==> src/ipwd_pkg.sv <==
package ipwd_pkg;

  // Fixed field and register widths
  localparam int REG_BITS       = 24;
  localparam int CODE_BITS      = 8;
  localparam int TALLY_BITS     = 5;
  localparam int EDGE_TIME_BITS = 32;
  localparam int CFG_IDX_BITS   = 3;

  // Defaults for the top-level parameters
  localparam int FRAME_BITS_DEF = 24;
  localparam int STAMP_BITS_DEF = 32;

  // Register reset values
  localparam logic [REG_BITS-1:0] START_MIN_RST = REG_BITS'(50000);
  localparam logic [REG_BITS-1:0] WIN_A_RST     = REG_BITS'(400);
  localparam logic [REG_BITS-1:0] WIN_B_RST     = REG_BITS'(450);
  localparam logic [REG_BITS-1:0] WIN_C_RST     = REG_BITS'(480);
  localparam logic [REG_BITS-1:0] WIN_D_RST     = REG_BITS'(1000);

  // Configuration register indexes
  typedef enum logic [CFG_IDX_BITS-1:0] {
    REG_START_MIN = 3'd0,
    REG_WIN_A     = 3'd1,
    REG_WIN_B     = 3'd2,
    REG_WIN_C     = 3'd3,
    REG_WIN_D     = 3'd4
  } cfg_reg_t;

  typedef struct packed {
    logic [REG_BITS-1:0] start_min;
    logic [REG_BITS-1:0] win_a;
    logic [REG_BITS-1:0] win_b;
    logic [REG_BITS-1:0] win_c;
    logic [REG_BITS-1:0] win_d;
  } cfg_regs_t;

  // Bit pairs shifted into the code for each duration window
  typedef enum logic [1:0] {
    PAIR_SHORT_HIGH = 2'b00,
    PAIR_LONG_HIGH  = 2'b01,
    PAIR_MID_LOW    = 2'b10,
    PAIR_LONG_LOW   = 2'b11
  } pair_t;

  typedef struct packed {
    logic  hit;
    pair_t pair;
  } win_hit_t;

  // Fixed list of accepted codes
  function automatic logic code_accepted(input logic [CODE_BITS-1:0] code);
    logic ok;
    case (code) inside
      8'd0, 8'd2, 8'd8, 8'd11, 8'd32, 8'd34,
      8'd35, 8'd38, 8'd44, 8'd130, 8'd134, 8'd138: ok = 1'b1;
      default: ok = 1'b0;
    endcase
    return ok;
  endfunction

endpackage

==> src/ipwd_ifs.sv <==
// Edge request channel
interface ipwd_in_if;
  logic                                valid;
  logic                                ready;
  logic                                edge_level;
  logic [ipwd_pkg::EDGE_TIME_BITS-1:0] edge_time;

  modport source (output valid, output edge_level, output edge_time, input ready);
  modport sink (input valid, input edge_level, input edge_time, output ready);
endinterface

// Frame result channel
interface ipwd_out_if;
  logic                           valid;
  logic                           ready;
  logic [ipwd_pkg::CODE_BITS-1:0] frame_code;
  logic                           frame_status;

  modport source (output valid, output frame_code, output frame_status, input ready);
  modport sink (input valid, input frame_code, input frame_status, output ready);
endinterface

==> src/ir_pulse_width_decoder_core.sv <==
// IR pulse-width decoder: one edge request per cycle, results on a valid/ready channel.
// Path: the closing edge is held in the input register, then decoded into the result register;
// it waits in the input register while an unread result holds the result register.
// Throughput: one edge per cycle; the input stalls only while a result waits unread.
// Reset (rst_n low, synchronous): registers to defaults, timing state cleared, decoder idle.
module ir_pulse_width_decoder_core #(
  parameter int FRAME_BITS = ipwd_pkg::FRAME_BITS_DEF,
  parameter int STAMP_BITS = ipwd_pkg::STAMP_BITS_DEF
) (
  input  logic                              clk,
  input  logic                              rst_n,
  ipwd_in_if.sink                           in_ch,
  ipwd_out_if.source                        out_ch,
  input  logic                              cfg_we,
  input  logic [ipwd_pkg::CFG_IDX_BITS-1:0] cfg_idx,
  input  logic [ipwd_pkg::REG_BITS-1:0]     cfg_data
);
  import ipwd_pkg::*;

  localparam int CMP_W = (STAMP_BITS > REG_BITS) ? STAMP_BITS : REG_BITS;
  localparam logic [TALLY_BITS-1:0] TALLY_LIMIT = TALLY_BITS'(FRAME_BITS - 1);

  // Configuration registers
  cfg_regs_t cfg_r;

  always_ff @(posedge clk) begin
    if (!rst_n) begin
      cfg_r.start_min <= START_MIN_RST;
      cfg_r.win_a     <= WIN_A_RST;
      cfg_r.win_b     <= WIN_B_RST;
      cfg_r.win_c     <= WIN_C_RST;
      cfg_r.win_d     <= WIN_D_RST;
    end else if (cfg_we) begin
      case (cfg_reg_t'(cfg_idx))
        REG_START_MIN: cfg_r.start_min <= cfg_data;
        REG_WIN_A:     cfg_r.win_a     <= cfg_data;
        REG_WIN_B:     cfg_r.win_b     <= cfg_data;
        REG_WIN_C:     cfg_r.win_c     <= cfg_data;
        REG_WIN_D:     cfg_r.win_d     <= cfg_data;
        default: ;
      endcase
    end
  end

  // Input register
  logic                  s1_vld_r;
  logic                  s1_level_r;
  logic [STAMP_BITS-1:0] s1_time_r;
  logic                  out_vld_r;
  logic                  adv;
  logic                  s1_fire;

  assign adv          = !out_vld_r || out_ch.ready;
  assign s1_fire      = s1_vld_r && adv;
  assign in_ch.ready  = !s1_vld_r || adv;

  always_ff @(posedge clk) begin
    if (!rst_n) begin
      s1_vld_r <= 1'b0;
    end else if (in_ch.valid && in_ch.ready) begin
      s1_vld_r <= 1'b1;
    end else if (s1_fire) begin
      s1_vld_r <= 1'b0;
    end
  end

  always_ff @(posedge clk) begin
    if (in_ch.valid && in_ch.ready) begin
      s1_level_r <= in_ch.edge_level;
      s1_time_r  <= in_ch.edge_time[STAMP_BITS-1:0];
    end
  end

  // Decoder state
  logic [STAMP_BITS-1:0] last_r, last_nxt;
  logic [STAMP_BITS-1:0] low_r, low_nxt;
  logic [STAMP_BITS-1:0] high_r, high_nxt;
  logic                  in_frame_r, in_frame_nxt;
  logic [TALLY_BITS-1:0] tally_r, tally_nxt;
  logic [CODE_BITS-1:0]  code_r, code_nxt;

  logic [STAMP_BITS-1:0] span;
  logic [TALLY_BITS-1:0] tally_v;
  logic [CODE_BITS-1:0]  code_v;
  logic                  res_fire;
  logic [CODE_BITS-1:0]  res_code;
  win_hit_t              hit;

  assign span = s1_time_r - last_r;

  ipwd_window_cls #(
    .STAMP_BITS(STAMP_BITS)
  ) u_cls (
    .high_span(span),
    .low_span (low_r),
    .cfg      (cfg_r),
    .hit      (hit)
  );

  // Per-edge decode
  always_comb begin
    last_nxt     = last_r;
    low_nxt      = low_r;
    high_nxt     = high_r;
    in_frame_nxt = in_frame_r;
    tally_nxt    = tally_r;
    code_nxt     = code_r;
    tally_v      = tally_r;
    code_v       = code_r;
    res_fire     = 1'b0;
    res_code     = code_r;
    if (s1_fire) begin
      last_nxt = s1_time_r;
      if (s1_level_r) begin
        low_nxt = span;
      end else begin
        high_nxt = span;
        if (!in_frame_r) begin
          // idle: a long high opens a frame
          if (CMP_W'(span) > CMP_W'(cfg_r.start_min)) begin
            in_frame_nxt = 1'b1;
            tally_nxt    = '0;
            code_nxt     = '0;
          end
        end else begin
          if ((tally_r < TALLY_LIMIT) && hit.hit) begin
            code_v  = {code_r[CODE_BITS-3:0], hit.pair};
            tally_v = tally_r + TALLY_BITS'(2);
          end
          if (tally_v >= TALLY_LIMIT) begin
            // frame complete: emit and clear
            res_fire     = 1'b1;
            res_code     = code_v;
            in_frame_nxt = 1'b0;
            tally_nxt    = '0;
            code_nxt     = '0;
            low_nxt      = '0;
            high_nxt     = '0;
          end else begin
            tally_nxt = tally_v;
            code_nxt  = code_v;
          end
        end
      end
    end
  end

  always_ff @(posedge clk) begin
    if (!rst_n) begin
      last_r     <= '0;
      low_r      <= '0;
      high_r     <= '0;
      in_frame_r <= 1'b0;
      tally_r    <= '0;
      code_r     <= '0;
    end else begin
      last_r     <= last_nxt;
      low_r      <= low_nxt;
      high_r     <= high_nxt;
      in_frame_r <= in_frame_nxt;
      tally_r    <= tally_nxt;
      code_r     <= code_nxt;
    end
  end

  // Result register
  logic [CODE_BITS-1:0] out_code_r;
  logic                 out_status_r;

  always_ff @(posedge clk) begin
    if (!rst_n) begin
      out_vld_r <= 1'b0;
    end else if (res_fire) begin
      out_vld_r <= 1'b1;
    end else if (out_ch.ready) begin
      out_vld_r <= 1'b0;
    end
  end

  always_ff @(posedge clk) begin
    if (res_fire) begin
      out_code_r   <= res_code;
      out_status_r <= !code_accepted(res_code);
    end
  end

  assign out_ch.valid        = out_vld_r;
  assign out_ch.frame_code   = out_code_r;
  assign out_ch.frame_status = out_status_r;

`ifndef SYNTHESIS
  // an idle decoder holds no partial code
  a_idle_clear: assert property (@(posedge clk) disable iff (!rst_n)
    !in_frame_r |-> (tally_r == '0) && (code_r == '0))
    else $error("idle decoder holds partial frame state");

  // the bit count never runs past the frame length
  a_tally_max: assert property (@(posedge clk) disable iff (!rst_n)
    tally_r <= TALLY_BITS'(FRAME_BITS))
    else $error("bit tally beyond frame length");

  // a closing edge leaves the decoder idle with cleared spans
  a_close: assert property (@(posedge clk) disable iff (!rst_n)
    res_fire |=> !in_frame_r && (low_r == '0) && (high_r == '0) && out_vld_r)
    else $error("frame close did not reset decoder");

  // a new result never overwrites one still waiting
  a_no_overrun: assert property (@(posedge clk) disable iff (!rst_n)
    res_fire |-> !out_vld_r || out_ch.ready)
    else $error("result register overrun");
`endif

endmodule

==> src/ipwd_window_cls.sv <==
// Tries the four duration windows in priority order and picks the bit pair.
module ipwd_window_cls #(
  parameter int STAMP_BITS = ipwd_pkg::STAMP_BITS_DEF
) (
  input  logic [STAMP_BITS-1:0] high_span,
  input  logic [STAMP_BITS-1:0] low_span,
  input  ipwd_pkg::cfg_regs_t   cfg,
  output ipwd_pkg::win_hit_t    hit
);
  import ipwd_pkg::*;

  localparam int CMP_W = (STAMP_BITS > REG_BITS) ? STAMP_BITS : REG_BITS;

  logic [CMP_W-1:0] hi_x, lo_x, a_x, b_x, c_x, d_x;
  logic short_high, mid_low, long_high, long_low;

  assign hi_x = CMP_W'(high_span);
  assign lo_x = CMP_W'(low_span);
  assign a_x  = CMP_W'(cfg.win_a);
  assign b_x  = CMP_W'(cfg.win_b);
  assign c_x  = CMP_W'(cfg.win_c);
  assign d_x  = CMP_W'(cfg.win_d);

  // strict bounds on both sides
  assign short_high = (hi_x > a_x) && (hi_x < b_x);
  assign mid_low    = (lo_x > b_x) && (lo_x < c_x);
  assign long_high  = (hi_x > c_x) && (hi_x < d_x);
  assign long_low   = (lo_x > c_x) && (lo_x < d_x);

  always_comb begin
    hit.hit  = 1'b1;
    hit.pair = PAIR_SHORT_HIGH;
    if (short_high) begin
      hit.pair = PAIR_SHORT_HIGH;
    end else if (mid_low) begin
      hit.pair = PAIR_MID_LOW;
    end else if (long_high) begin
      hit.pair = PAIR_LONG_HIGH;
    end else if (long_low) begin
      hit.pair = PAIR_LONG_LOW;
    end else begin
      hit.hit = 1'b0;
    end
  end

endmodule

==> src/flat_wrapper.sv <==
// flat-port wrapper written by rule: the top's interface ports become plain ports
module ir_pulse_width_decoder_core_flat import ipwd_pkg::*;
#(
  parameter int FRAME_BITS = ipwd_pkg::FRAME_BITS_DEF,
  parameter int STAMP_BITS = ipwd_pkg::STAMP_BITS_DEF
)
  (clk, rst_n, cfg_we, cfg_idx, cfg_data, in_ch_valid, in_ch_edge_level, in_ch_edge_time, in_ch_ready, out_ch_valid, out_ch_frame_code, out_ch_frame_status, out_ch_ready);
  ipwd_in_if in_ch_i ();
  ipwd_out_if out_ch_i ();
  input  logic clk;
  input  logic rst_n;
  input  logic cfg_we;
  input  logic [ipwd_pkg::CFG_IDX_BITS-1:0] cfg_idx;
  input  logic [ipwd_pkg::REG_BITS-1:0] cfg_data;
  input wire logic [$bits(in_ch_i.valid)-1:0] in_ch_valid;
  input wire logic [$bits(in_ch_i.edge_level)-1:0] in_ch_edge_level;
  input wire logic [$bits(in_ch_i.edge_time)-1:0] in_ch_edge_time;
  output wire logic [$bits(in_ch_i.ready)-1:0] in_ch_ready;
  output wire logic [$bits(out_ch_i.valid)-1:0] out_ch_valid;
  output wire logic [$bits(out_ch_i.frame_code)-1:0] out_ch_frame_code;
  output wire logic [$bits(out_ch_i.frame_status)-1:0] out_ch_frame_status;
  input wire logic [$bits(out_ch_i.ready)-1:0] out_ch_ready;
  assign in_ch_i.valid = in_ch_valid;
  assign in_ch_i.edge_level = in_ch_edge_level;
  assign in_ch_i.edge_time = in_ch_edge_time;
  assign in_ch_ready = in_ch_i.ready;
  assign out_ch_valid = out_ch_i.valid;
  assign out_ch_frame_code = out_ch_i.frame_code;
  assign out_ch_frame_status = out_ch_i.frame_status;
  assign out_ch_i.ready = out_ch_ready;
  ir_pulse_width_decoder_core #(.FRAME_BITS(FRAME_BITS), .STAMP_BITS(STAMP_BITS)) u_core (.clk(clk), .rst_n(rst_n), .in_ch(in_ch_i), .out_ch(out_ch_i), .cfg_we(cfg_we), .cfg_idx(cfg_idx), .cfg_data(cfg_data));
endmodule
==> config.mk <==
export PLATFORM = sky130hd
export DESIGN_NAME = ir_pulse_width_decoder_core_flat
export DESIGN_NICKNAME = d
export VERILOG_FILES = /design/src/ipwd_pkg.sv /design/src/ipwd_ifs.sv /design/src/ir_pulse_width_decoder_core.sv /design/src/ipwd_window_cls.sv /design/src/flat_wrapper.sv
export SDC_FILE = /design/constraint.sdc
export NUM_CORES = 1
export LEC_CHECK = 0
export ABC_AREA = 1
export BUFFER_PORTS_ARGS = -buffer_cell sky130_fd_sc_hd__clkbuf_2
export CAP_MARGIN = 20
export CORE_AREA = 2 2 213 194
export CTS_CLUSTER_DIAMETER = 50
export DETAILED_ROUTE_END_ITERATION = 10
export DIE_AREA = 0 0 215 196
export PLACE_DENSITY = 0.63
export SETUP_SLACK_MARGIN = 0.5
export SYNTH_ARGS = -nofsm -noshare
export SYNTH_HDL_FRONTEND = slang
export SYNTH_HIERARCHICAL = 1
export SYNTH_SLANG_ARGS = --single-unit
==> constraint.sdc <==
create_clock -name clk -period 5.15 [get_ports clk]
set_input_delay 1.2875 -clock clk [delete_from_list [all_inputs] [get_ports clk]]
set_output_delay 1.2875 -clock clk [all_outputs]
set_load 0.1 [all_outputs]
# After elaboration in Yosys (flattened, before gate mapping)
# Cells that the tools add are included.
dict set report totals {
  register_bits 242
  elab_cells 112
  in_bits 65
  out_inout_bits 11
}
dict set report classes {
  order_cmp 11
  muxes 39
  n_eq_ne 15
  n_reduce_logical 28
  bitwise_logic 1
  n_addsub 2
}
# operator count
set op_table {}
lappend op_table {{$gt 32x24->1} 5}
lappend op_table {{$lt 32x24->1} 4}
lappend op_table {{$mux 32} 3}
lappend op_table {{$mux 8} 8}
lappend op_table {{$eq 8x6->1 const B} 5}
lappend op_table {{$mux 5} 7}
lappend op_table {{$sub 32x32->32} 1}
lappend op_table {{$eq 8x8->1 const B} 3}
lappend op_table {{$mux 1} 17}
lappend op_table {{$eq 8x4->1 const B} 2}
lappend op_table {{$reduce_and 2->1} 6}
lappend op_table {{$reduce_or 12->1} 1}
lappend op_table {{$reduce_bool 2->1} 5}
lappend op_table {{$eq 8x2->1 const B} 1}
lappend op_table {{$logic_not 8->1} 1}
lappend op_table {{$mux 2} 4}
lappend op_table {{$logic_and 1x1->1} 7}
lappend op_table {{$eq 3x2->1 const B} 2}
lappend op_table {{$reduce_and 3->1} 2}
lappend op_table {{$add 5x2->5 const B} 1}
lappend op_table {{$ge 5x5->1 const B} 1}
lappend op_table {{$lt 5x5->1 const B} 1}
lappend op_table {{$eq 3x1->1 const B} 1}
lappend op_table {{$eq 3x3->1 const B} 1}
lappend op_table {{other kinds (4)} 7}

# Longest topological paths before layout
# Gate-level depths: netlist of the first run.
dict set report logic_depth {
  word_depth 21
  mapped_depth 45
  mapped_depth_nobuf 43
}

# Cells and area by module
# Netlist of the first run, hierarchy kept.
# module area_per_inst_um2 seq_area_each_um2 cells_each instances
set modules_own_cells {}
lappend modules_own_cells {ir_pulse_width_decoder_core 11559.8 5245.0 1584 1}
lappend modules_own_cells {ipwd_window_cls 4214.0 0.0 653 1}

# Worst setup path after synthesis of the first run
# No wires, ideal clock.
dict set report synth_timing {
  kind {reg-to-reg}
  startpoint {register u_core.s1_time_r[12]}
  endpoint {register u_core.out_status_r (netlist: u_core/out_ch.frame_status), data pin}
  path_buffers 2
  setup_time_ns 0.254
  slack_ns 0.644
  period_less_slack_ns 4.506
  arrival_ns 4.252
  stages_incl_launch_ff 36
  required_time_ns 4.896
  cell_sequence {edfxtp_1 -> ha_1 -> nand2_1 -> nor2_1 -> and3_1 -> nand2_1 -> nand2_1 -> a31oi_1 -> xnor2_1 -> ha_1 -> a21oi_1 -> nor2_1 -> nor3_2 -> nand3_1 -> nor2_1 -> nand3_1 -> o21ai_1 -> inv_2 -> nand2_1 -> and2_1 -> buf_6 -> nand2_1 -> o21bai_2 -> nand2_2 -> nor2_4 -> nand2_4 -> clkinv_2 -> buf_8 -> nand2_2 -> and2_4 -> nand2_2 -> nand2_1 -> nand2_1 -> o21ai_1 -> nor2_1 -> nand2_1}
}
# item line_no
set synth_rtl {}
lappend synth_rtl {{from (decl)} ir_pulse_width_decoder_core.sv:48} ;# logic [STAMP_BITS-1:0] s1_time_r;
lappend synth_rtl {{from (signal assigned)} ir_pulse_width_decoder_core.sv:70} ;# s1_time_r <= in_ch.edge_time[STAMP_BITS-1:0];
lappend synth_rtl {{to (signal assigned)} ir_pulse_width_decoder_core.sv:183} ;# out_status_r <= !code_accepted(res_code);
lappend synth_rtl {{to (decl)} ir_pulse_width_decoder_core.sv:168} ;# logic out_status_r;

# Worst setup path in the final report of the first run
dict set report layout_timing {
  startpoint {register u_core.s1_time_r[0]}
  endpoint {register u_core.last_r[0]}
}
# item line_no
set layout_rtl {}
lappend layout_rtl {{to (signal assigned)} ir_pulse_width_decoder_core.sv:157} ;# last_r <= last_nxt;
lappend layout_rtl {{to (decl)} ir_pulse_width_decoder_core.sv:75} ;# logic [STAMP_BITS-1:0] last_r, last_nxt;
# No word-level cell between the ends.

==> results, run 1 <==
- The flow ran to the end, and the final reports show no timing, DRC or antenna violations.
- The area of the mapped netlist is 15800 µm².
- The cell repeated most along the worst path is sky130_fd_sc_hd__buf_4.
- The via density per instance is 5.11.
- The primary flip-flop cell chosen by synthesis mapping is sky130_fd_sc_hd__dfxtp_1.
- The worst supply voltage drop on vdd is 0.255 mV.
- The standard-cell row count is 70.
- The repair_antennas step left the layout with diodes totalling 0.
- Once detailed placement completed, the half-perimeter wirelength came to 35500 µm.
- The total of max-cap violations is 0.
- The detailed router finished its first iteration with 1288 violations.
- The tightest min-delay check is of the flip-flop to flip-flop type.
- The most area-hungry cell type in the Yosys netlist is sky130_fd_sc_hd__dfxtp_1.
- The most common library cell in the layout ignoring fill and taps is sky130_fd_sc_hd__nand2_1.
- The count of cells along the worst register-to-register path is 38.
- For this configuration, the core starts out at a cell density of 39.3%.
- The cell total after placement is 2878.
- The internal power of the cells totals 4.59 mW.
- Tracing the worst setup path back leads to its startpoint at u_core/s1_time_r[0]$_DFFE_PP_.
- The sequential share of power is 29.2%.
- The number of distinct library cell variants in the gate-level netlist after synthesis is 46.
- The via count of the first global-routing pass came to 14.9k.
- The cell count after synthesis is 2237.
- The routed design could run at a clock period as short as 5000 ps.
- The first-pass GRT wire length is 78500 µm.
- At the pin with the least slew margin, the transition time is 1120 ps.
- The global route total overflow is 0.
- The delay contributed by the slowest stage of the critical path is 330 ps.
- The floorplan step defined a core boundary enclosing 40100 µm².
- The number of clock buffers added by TritonCTS is 37.
- The analysis attributes to net switching a power of 2.54 mW.
- The highest net fanout along the worst path is 2.
- The number of antenna violations at the first check in global routing is 0.
- Among all stages on the critical path, the largest delay is contributed by sky130_fd_sc_hd__edfxtp_1.
- In the final routed layout, each cell accounts on average for 17.0 µm.
- The worst setup slack for register-to-register paths is 150 ps.
- The die is 215 µm wide.
- The tree is rooted in a sky130_fd_sc_hd__clkbuf_16.
- Of all flip-flops after synthesis, the portion carrying an async set or reset was 0%.
- The remaining design rule violation count is 0.
- For the final database, setup skew stands at 32.2 ps.
- The switching portion of total power is 35.6%.
- The relative max-transition margin is 25.5%.
- The worst endpoint data arrival time is 5480 ps.
- Synthesis inferred 241 register bits.
- The worst setup path is launched from a flip-flop.
- The maximum number of pins on one net before global-route repair is 73.
- Power spread over the standard cell area amounts to 353 nW/µm².
- The die covers 42100 µm².
- In this run the critical register-to-register path is captured at u_core/last_r[0]$_SDFFE_PN0P_.
- Of the total power, combinational logic draws 36.1%.
- Yosys attributes the largest share of cell area to sky130_fd_sc_hd__dfxtp_1 25%, sky130_fd_sc_hd__ha_1 18%, sky130_fd_sc_hd__nand2_1 12%.
- The final cell count without fillers is 3016.
- The highest clock frequency the design can meet is 0.200 GHz.
- Buffers placed on the I/O ports in this run total 75.
- Summing the sequential cell areas from Yosys gives 33.3% of the chip area.
- In the final design database the tool counted 2736 nets.
- The post-route antenna net violation count is 0.
- The maximum buffer depth of the clock tree is 3.
- The start of the worst register-to-register path is u_core/s1_time_r[0]$_DFFE_PP_.
- The count of yosys warnings during synthesis is 6.
- Setup repair after global routing could not meet its margin everywhere.
- Counting flops with a built-in enable in the synthesized netlist gives 42.
- The vias after detailed routing is 15.4k.
- The termination of the worst setup path is u_core/last_r[0]$_SDFFE_PN0P_.
- At the worst endpoint, the required time is 5630 ps.
- The type of destination of the critical path is a flip-flop.
- The quantity of hold-fixing buffers added after cts is 0.
- Summed over all cells, the static leakage comes to 9.61 nW.
- TritonCTS built the clock tree.
- The total chip power is 7.13 mW.
- The total routing resource utilization after global routing is 23.5%.
- The library cells used most frequently in the layout, excluding fill and tap cells, are 473 x sky130_fd_sc_hd__nand2_1, 313 x sky130_fd_sc_hd__inv_1, 274 x sky130_fd_sc_hd__nor2_1.
- Pin placement for this block handled 76 I/O pins.
- Synthesis produced a netlist with a net count of 2524.
- The total clock sinks is 241.
- The final wirelength is 51200 µm.
- The share of the synthesized area in the top cell type is 25.3%.
- The congestion estimate from routability-driven global placement came to 0.909.
- The maximum level of the CTS H-tree is 2.
- The count of endpoints failing hold in the final timing report was 0.
- The first-pass detailed-route iteration total is 5.
- Setup violations remaining at the end of the flow were counted as 0.
- The final critical path takes up 97.2% of the cycle.
- The final count of pins violating max slew came to 0.
- The height of the die is 196 µm.
- The relative area change from synthesis to final layout is 28.1%.
- For the worst-skew pair, the clock arrives at the later sink with an insertion delay of 550 ps.
- The fraction of layout cells with a size suffix above 1 is 20.1%.
- The average instance area after synthesis is 7.05 µm².
- The clock network is responsible for 34.7% of the overall power.
- The critical path is of the flip-flop to flip-flop type.
- Clock-pin slew was measured on the worst setup and hold paths at 50 ps.
flip-flops by register name, summed over array words and instances (netlist names):
register                    count
u_core/cfg_r                  120
u_core/s1_vld_r                 1
u_core/low_r                   32
u_core/last_r                  32
u_core/code_r                   8
u_core/s1_level_r               1
u_core/s1_time_r               32
u_core/out_ch.frame_code        8
u_core/out_ch.frame_status      1
u_core/in_frame_r               1
u_core/out_ch.valid             1
u_core/tally_r                  4
cells by family (layout without fill, tap and decap cells):
| group | count (synthesis) | in the layout | share of synthesized area (%) |
|---|---|---|---|
| fa+ha+maj | 222 | 222 | 17.7 |
| compound gates | 405 | 405 | 13.5 |
| flops | 241 | 241 | 33.3 |
| xor+xnor | 24 | 24 | 1.33 |
| simple gates | 954 | 955 | 24.7 |
| buf+inv | 391 | 629 | 9.54 |
per-stage QoR:
step,util [%],worst slack [ps],hold WS [ps],cell area (µm²),TNS [ps]
2_1_floorplan,-,644,429,15800,0
3_3_place_gp,43.0,-7.75,438,17300,-7.75
3_5_place_dp,43.1,-110,445,17300,-110
4_1_cts,48.7,487,457,19500,0
5_1_grt,50.4,48.4,477,20200,0
6_report,50.4,147,457,20200,0
cell usage after synthesis, types with 2 or more instances:
master / number
sky130_fd_sc_hd__a21o_1: 2
sky130_fd_sc_hd__a21oi_1: 202
sky130_fd_sc_hd__a31oi_1: 8
sky130_fd_sc_hd__and2_1: 4
sky130_fd_sc_hd__and3_1: 2
sky130_fd_sc_hd__buf_2: 3
sky130_fd_sc_hd__clkbuf_1: 55
sky130_fd_sc_hd__clkinv_1: 2
sky130_fd_sc_hd__clkinv_2: 2
sky130_fd_sc_hd__dfxtp_1: 199
sky130_fd_sc_hd__edfxtp_1: 42
sky130_fd_sc_hd__ha_1: 221
sky130_fd_sc_hd__inv_1: 319
sky130_fd_sc_hd__inv_2: 7
sky130_fd_sc_hd__nand2_1: 525
sky130_fd_sc_hd__nand2_2: 10
sky130_fd_sc_hd__nand3_1: 75
sky130_fd_sc_hd__nand3b_1: 3
sky130_fd_sc_hd__nand4_1: 21
sky130_fd_sc_hd__nor2_1: 286
sky130_fd_sc_hd__nor2_4: 7
sky130_fd_sc_hd__nor3_1: 11
sky130_fd_sc_hd__nor3_2: 2
sky130_fd_sc_hd__nor4_1: 2
sky130_fd_sc_hd__o211ai_1: 6
sky130_fd_sc_hd__o21a_1: 6
sky130_fd_sc_hd__o21ai_0: 164
sky130_fd_sc_hd__o21ai_1: 6
sky130_fd_sc_hd__o21ai_4: 2
sky130_fd_sc_hd__o21bai_1: 5
sky130_fd_sc_hd__xnor2_1: 8
sky130_fd_sc_hd__xor2_1: 16
layer usage:
layer / global-route usage (%) / routed length [µm]
met5: 0 / 0
met4: 8.81 / 1890
met3: 4.34 / 3930
met2: 37.7 / 22600
met1: 31.4 / 22800
worst max-delay path, delay by kind of cell (launching register included):
family / cells / cell delay (ps)
buffers and inverters: 37 / 4470
DFF: 1 / 330
AOI/OAI and AO/OA: 1 / 120
final cells by class:
type / instances / area, µm²
clock buffers: 52 / 1100
clock inverters: 14 / 133
fillers: 3903 / 19900
inverters: 331 / 1270
multi-input cells: 1606 / 10000
flip-flops and latches: 241 / 5250
well taps: 540 / 676
repair buffers: 231 / 1750
repair inverters: 1 / 7.51
worst min-delay path by stage:
stage                                    from                        endpoint  slack [ps]  cells past startpoint
3_5_place_dp    u_core/cfg_r[76]$_SDFFE_PN1P_   u_core/cfg_r[76]$_SDFFE_PN1P_         440                      2
5_1_grt        u_core/last_r[25]$_SDFFE_PN0P_  u_core/last_r[25]$_SDFFE_PN0P_         480                      2
4_1_cts         u_core/cfg_r[76]$_SDFFE_PN1P_   u_core/cfg_r[76]$_SDFFE_PN1P_         460                      2
3_3_place_gp    u_core/cfg_r[76]$_SDFFE_PN1P_   u_core/cfg_r[76]$_SDFFE_PN1P_         440                      2
2_1_floorplan   u_core/cfg_r[29]$_SDFFE_PN1P_   u_core/cfg_r[29]$_SDFFE_PN1P_         430                      2
6_report        u_core/cfg_r[56]$_SDFFE_PN1P_   u_core/cfg_r[56]$_SDFFE_PN1P_         460                      2
power groups by stage:
stage,combinational (mW),clock (mW),sequential [mW]
2_1_floorplan,1.37,0,2.09
3_3_place_gp,2.08,0,2.11
3_5_place_dp,2.13,0,2.11
4_1_cts,2.39,2.52,2.08
5_1_grt,2.85,2.62,2.09
6_report,2.57,2.48,2.08
what timing repair did:
action	CTS	global route
pin swaps	56	65
resized for setup	108	115
setup endpoints to repair	63	64
setup buffers	58	8
gates cloned	0	5
Power figures use the tool's default switching activity.
==> inputs of run 2 (changes only) <==
Settings changed: CORE_AREA 2 2 213 194 to 2 2 210 191, DIE_AREA 0 0 215 196 to 0 0 212 193, SYNTH_HIERARCHICAL 1 to unset.
==> run 2 against run 1 <==
Net effect: worst hold slack better by 2.3 ps; register-to-register slack improved by 330 ps; core utilization shrank 2.8 points; sequential share of layout area grew 2.4 points; largest cell class unchanged; largest power group unchanged.
==> results, run 2 <==
- For this design the ratio of total power to cell area is 362 nW/µm².
- The count of yosys warnings during synthesis is 0.
- The synthesized design spends more area on one cell type than any other, namely sky130_fd_sc_hd__dfxtp_1.
- Cells fill 47.6% of the core in the end.
- The standard-cell row count is 69.
- The total routing resource utilization after global routing is 21.6%.
- The final count of pins violating max slew is 0.
- Counting every net in the synthesized netlist gives 2343.
- The detail-routed net length per standard cell is 16.0 µm.
- The primary flip-flop cell chosen by synthesis mapping is sky130_fd_sc_hd__dfxtp_1.
- After detailed placement, the design holds a cell count of 2641.
- The initial DRC count is 931.
- The worst endpoint data arrival time is 4970 ps.
- The maximum level of the CTS H-tree is 2.
- The finished layout holds 2744 standard cells, fillers aside.
- The worst pin sits at a relative slew slack of 31.2%.
- The total number of nets in the final design is 2476.
- The part of the total power dissipated in the clock network is 34.6%.
- The fraction of layout cells with a size suffix above 1 is 15.0%.
- The type of the most critical hold path is flip-flop to flip-flop.
- Timing would allow up to 0.214 GHz.
- The commonest cells after synthesis are 448 x sky130_fd_sc_hd__nand2_1, 307 x sky130_fd_sc_hd__inv_1, 269 x sky130_fd_sc_hd__a21oi_1, 221 x sky130_fd_sc_hd__ha_1, 199 x sky130_fd_sc_hd__dfxtp_1.
- Detailed routing inserted a total of 13.9k vias.
- Dividing the detail-routed via count by the number of cells gives 5.08.
- In this run the deepest clock path goes through 3 buffers.
- The number of flip-flops and latches in the synthesized netlist is 241.
- The kind of cell with the highest combined delay along the critical path is simple AND/OR/NAND/NOR gates.
- The number of antenna violations at the first check in global routing is 1.
- The synthesized design contains 42 enable-type register cells.
- The CTS tree is built.
- The total clock sinks is 241.
- Summed over all layers, the routed wires come to 44000 µm.
- The routability congestion estimate from global placement is 0.913.
- The height of the die is 193 µm.
- After synthesis the cells add up to 15300 µm².
- The later pin in the worst-skew pair is clocked with a latency of 540 ps.
- After synthesis, flip-flops and latches occupy 34.3% of the total area.
- The minimum period implied by the final worst setup slack is 4680 ps.
- The type of destination of the critical path is a flip-flop.
- The startpoint class of the critical path is a flip-flop.
- The combinational fraction of design power is 34.5%.
- In the post-synthesis netlist, the biggest area contributors are sky130_fd_sc_hd__dfxtp_1 26%, sky130_fd_sc_hd__ha_1 18%, sky130_fd_sc_hd__nand2_1 11%.
- The worst setup slack for register-to-register paths is 470 ps.
- The library cell used most frequently in the layout, excluding fill and tap cells, is sky130_fd_sc_hd__nand2_1.
- sky130_fd_sc_hd__nand2_1 is the most common cell in the netlist.
- The number of CTS-inserted buffers is 35.
- The clock tree root driver cell is sky130_fd_sc_hd__clkbuf_16.
- The detail route stage leaves a number of antenna-violating nets equal to 0.
- The finished cells cover 18500 µm².
- The HPWL after detailed placement is 32300 µm.
- The cell with the largest stage delay on the worst path is sky130_fd_sc_hd__edfxtp_1.
- Setup repair after global routing could not meet its margin everywhere.
- After detailed routing, the number of remaining DRC violations is 0.
- The switching portion of total power is 35.5%.
- In the synthesized netlist the async set-or-reset flop fraction comes to 0%.
- The number of flip-flops under the largest register name is 120.
- For this run, the slowest stage of the critical path takes 380 ps.
- For the pin with the worst max-slew slack, the measured transition is 1030 ps.
- The cell-internal power is 4.32 mW.
- The worst supply voltage drop on vdd is 0.261 mV.
- The number of I/O port buffers is 75.
- The worst setup slack after placement is -9.09 ps.
- Clock skew on the completed layout was measured at 18.0 ps.
- The critical path contains buffers and inverters numbering 7 combined.
- A synthesized cell averages 7.44 µm².
- The maximum number of pins on one net before global-route repair is 93.
- The die boundary width is 212 µm.
- The initial utilization of the core area, before any placement, comes to 39.3%.
- The startpoint-to-endpoint class of the critical path is flip-flop to flip-flop.
- The final count of negative-setup-slack endpoints is 0.
- The sequential share of power is 30.8%.
- The required time of the critical path is 5450 ps.
- After detailed placement, the total cell area comes to 16400 µm².
- Summed over all nets, the switching power comes to 2.38 mW.
- The first global-routing pass estimated 69200 µm of wire.
- The most numerous cell type found on the critical path is sky130_fd_sc_hd__nand2_4.
- The global route total overflow is 0.
- Clock-pin slew was measured on the worst setup and hold paths at 60 ps.
- The via count of the first global-routing pass is 13.3k.
- The highest net fanout along the worst path is 8.
- The count of endpoints failing hold in the final timing report is 0.
- The cell count after synthesis is 2056.
- The region available for standard cell placement spans 38900 µm².
- The share of the synthesized area in the top cell type is 26.1%.
- Relative to the synthesized area, the layout overhead comes to 21.1%.
- The die covers 40900 µm².
- The number of placed I/O pins is 76.
- The first TritonRoute pass finished after 5 iterations.
- The register with the highest flop count is u_core.cfg_r.
- Across all setup checks in the final design, the least slack found is 474 ps.
- The antenna diode count is 0.
- The reported leakage power is 8.47 nW.
- The number of distinct library cell variants in the gate-level netlist after synthesis is 42.
- The run finished with clean final reports.
- The final critical-path share of the clock period is 90.8%.
- The total of max-cap violations is 0.
- Leaving out fill and tap cells, the most frequent cells in the layout are 430 x sky130_fd_sc_hd__nand2_1, 302 x sky130_fd_sc_hd__inv_1, 263 x sky130_fd_sc_hd__a21oi_1.
- The quantity of hold-fixing buffers added after cts is 0.
run 2: cell types whose count changed after synthesis, sizes merged, moves of 4 or more:
| cell | previous run | this run |
|---|---|---|
| clkbuf | 55 | 50 |
| inv | 326 | 311 |
| and2 | 5 | 1 |
| nand4 | 22 | 26 |
| nand3 | 76 | 63 |
| nor2 | 294 | 105 |
| nand2 | 536 | 466 |
| a211oi | 0 | 12 |
| a21oi | 203 | 269 |
| nor3 | 13 | 19 |
| clkinv | 5 | 0 |
| o211ai | 6 | 29 |
run 2: cell type report:
cell class                      instances  area (µm²)
Clock buffer                           45         976
Clock inverter                         15         133
Fill cell                            3809       20400
Inverter                              311        1170
Multi-Input combinational cell       1447        9310
Sequential cell                       241        5250
Tap cell                              532         666
Timing Repair Buffer                  153        1020
run 2: cell families after synthesis:
group,synth area share (%)
compound gates,17.6
xor+xnor,1.49
fa+ha+maj,18.2
buf+inv,9.21
flops,34.3
simple gates,19.2
run 2: what timing repair did:
item / 4_1_cts / 5_1_grt
gates cloned: 1 / 0
buffers inserted: 18 / 23
pin swaps: 34 / 49
setup endpoints to repair: 62 / 62
gates resized for setup: 41 / 88
run 2: path summary, 6_finish.rpt:
path / start / cells after the start / to
worst max register to register: u_core.s1_time_r[0]$_DFFE_PP_ / 32 / u_core.out_ch.frame_code[4]$_DFFE_PP_
worst min register to register: u_core.last_r[29]$_SDFFE_PN0P_ / 2 / u_core.last_r[29]$_SDFFE_PN0P_
worst max-delay path: u_core.s1_time_r[0]$_DFFE_PP_ / 32 / u_core.out_ch.frame_code[4]$_DFFE_PP_
worst min-delay path: u_core.last_r[29]$_SDFFE_PN0P_ / 2 / u_core.last_r[29]$_SDFFE_PN0P_
run 2: metrics by stage:
stage | hold WS [ps] | TNS, ps | total power [mW]
after CTS | 461 | 0 | 6.53
final | 459 | 0 | 6.70
after global routing | 481 | 0 | 7.11
after floorplan | 435 | 0 | 3.46
after global placement | 446 | -1.92 | 4.05
after detailed placement | 453 | -9.09 | 4.10
run 2: tightest hold or removal path, cell delays in order, from the launching register on:
cell and delay [ps]:
sky130_fd_sc_hd__dfxtp_1 300, sky130_fd_sc_hd__inv_1 60, sky130_fd_sc_hd__a21oi_1 50
run 2: routing by layer:
layer  global-route usage, %  part of all wire [%]
met5                       0                     0
met4                    6.45                   2.3
met3                    3.73                   5.8
met2                    35.3                    44
met1                    29.3                    47
run 2: power by group through the flow:
stage,Clock (mW),Sequential (mW),Combinational [mW]
final,2.32,2.07,2.32
after global routing,2.45,2.08,2.59
after CTS,2.37,2.06,2.10
after detailed placement,0,2.10,1.99
after global placement,0,2.10,1.95
after floorplan,0,2.09,1.37
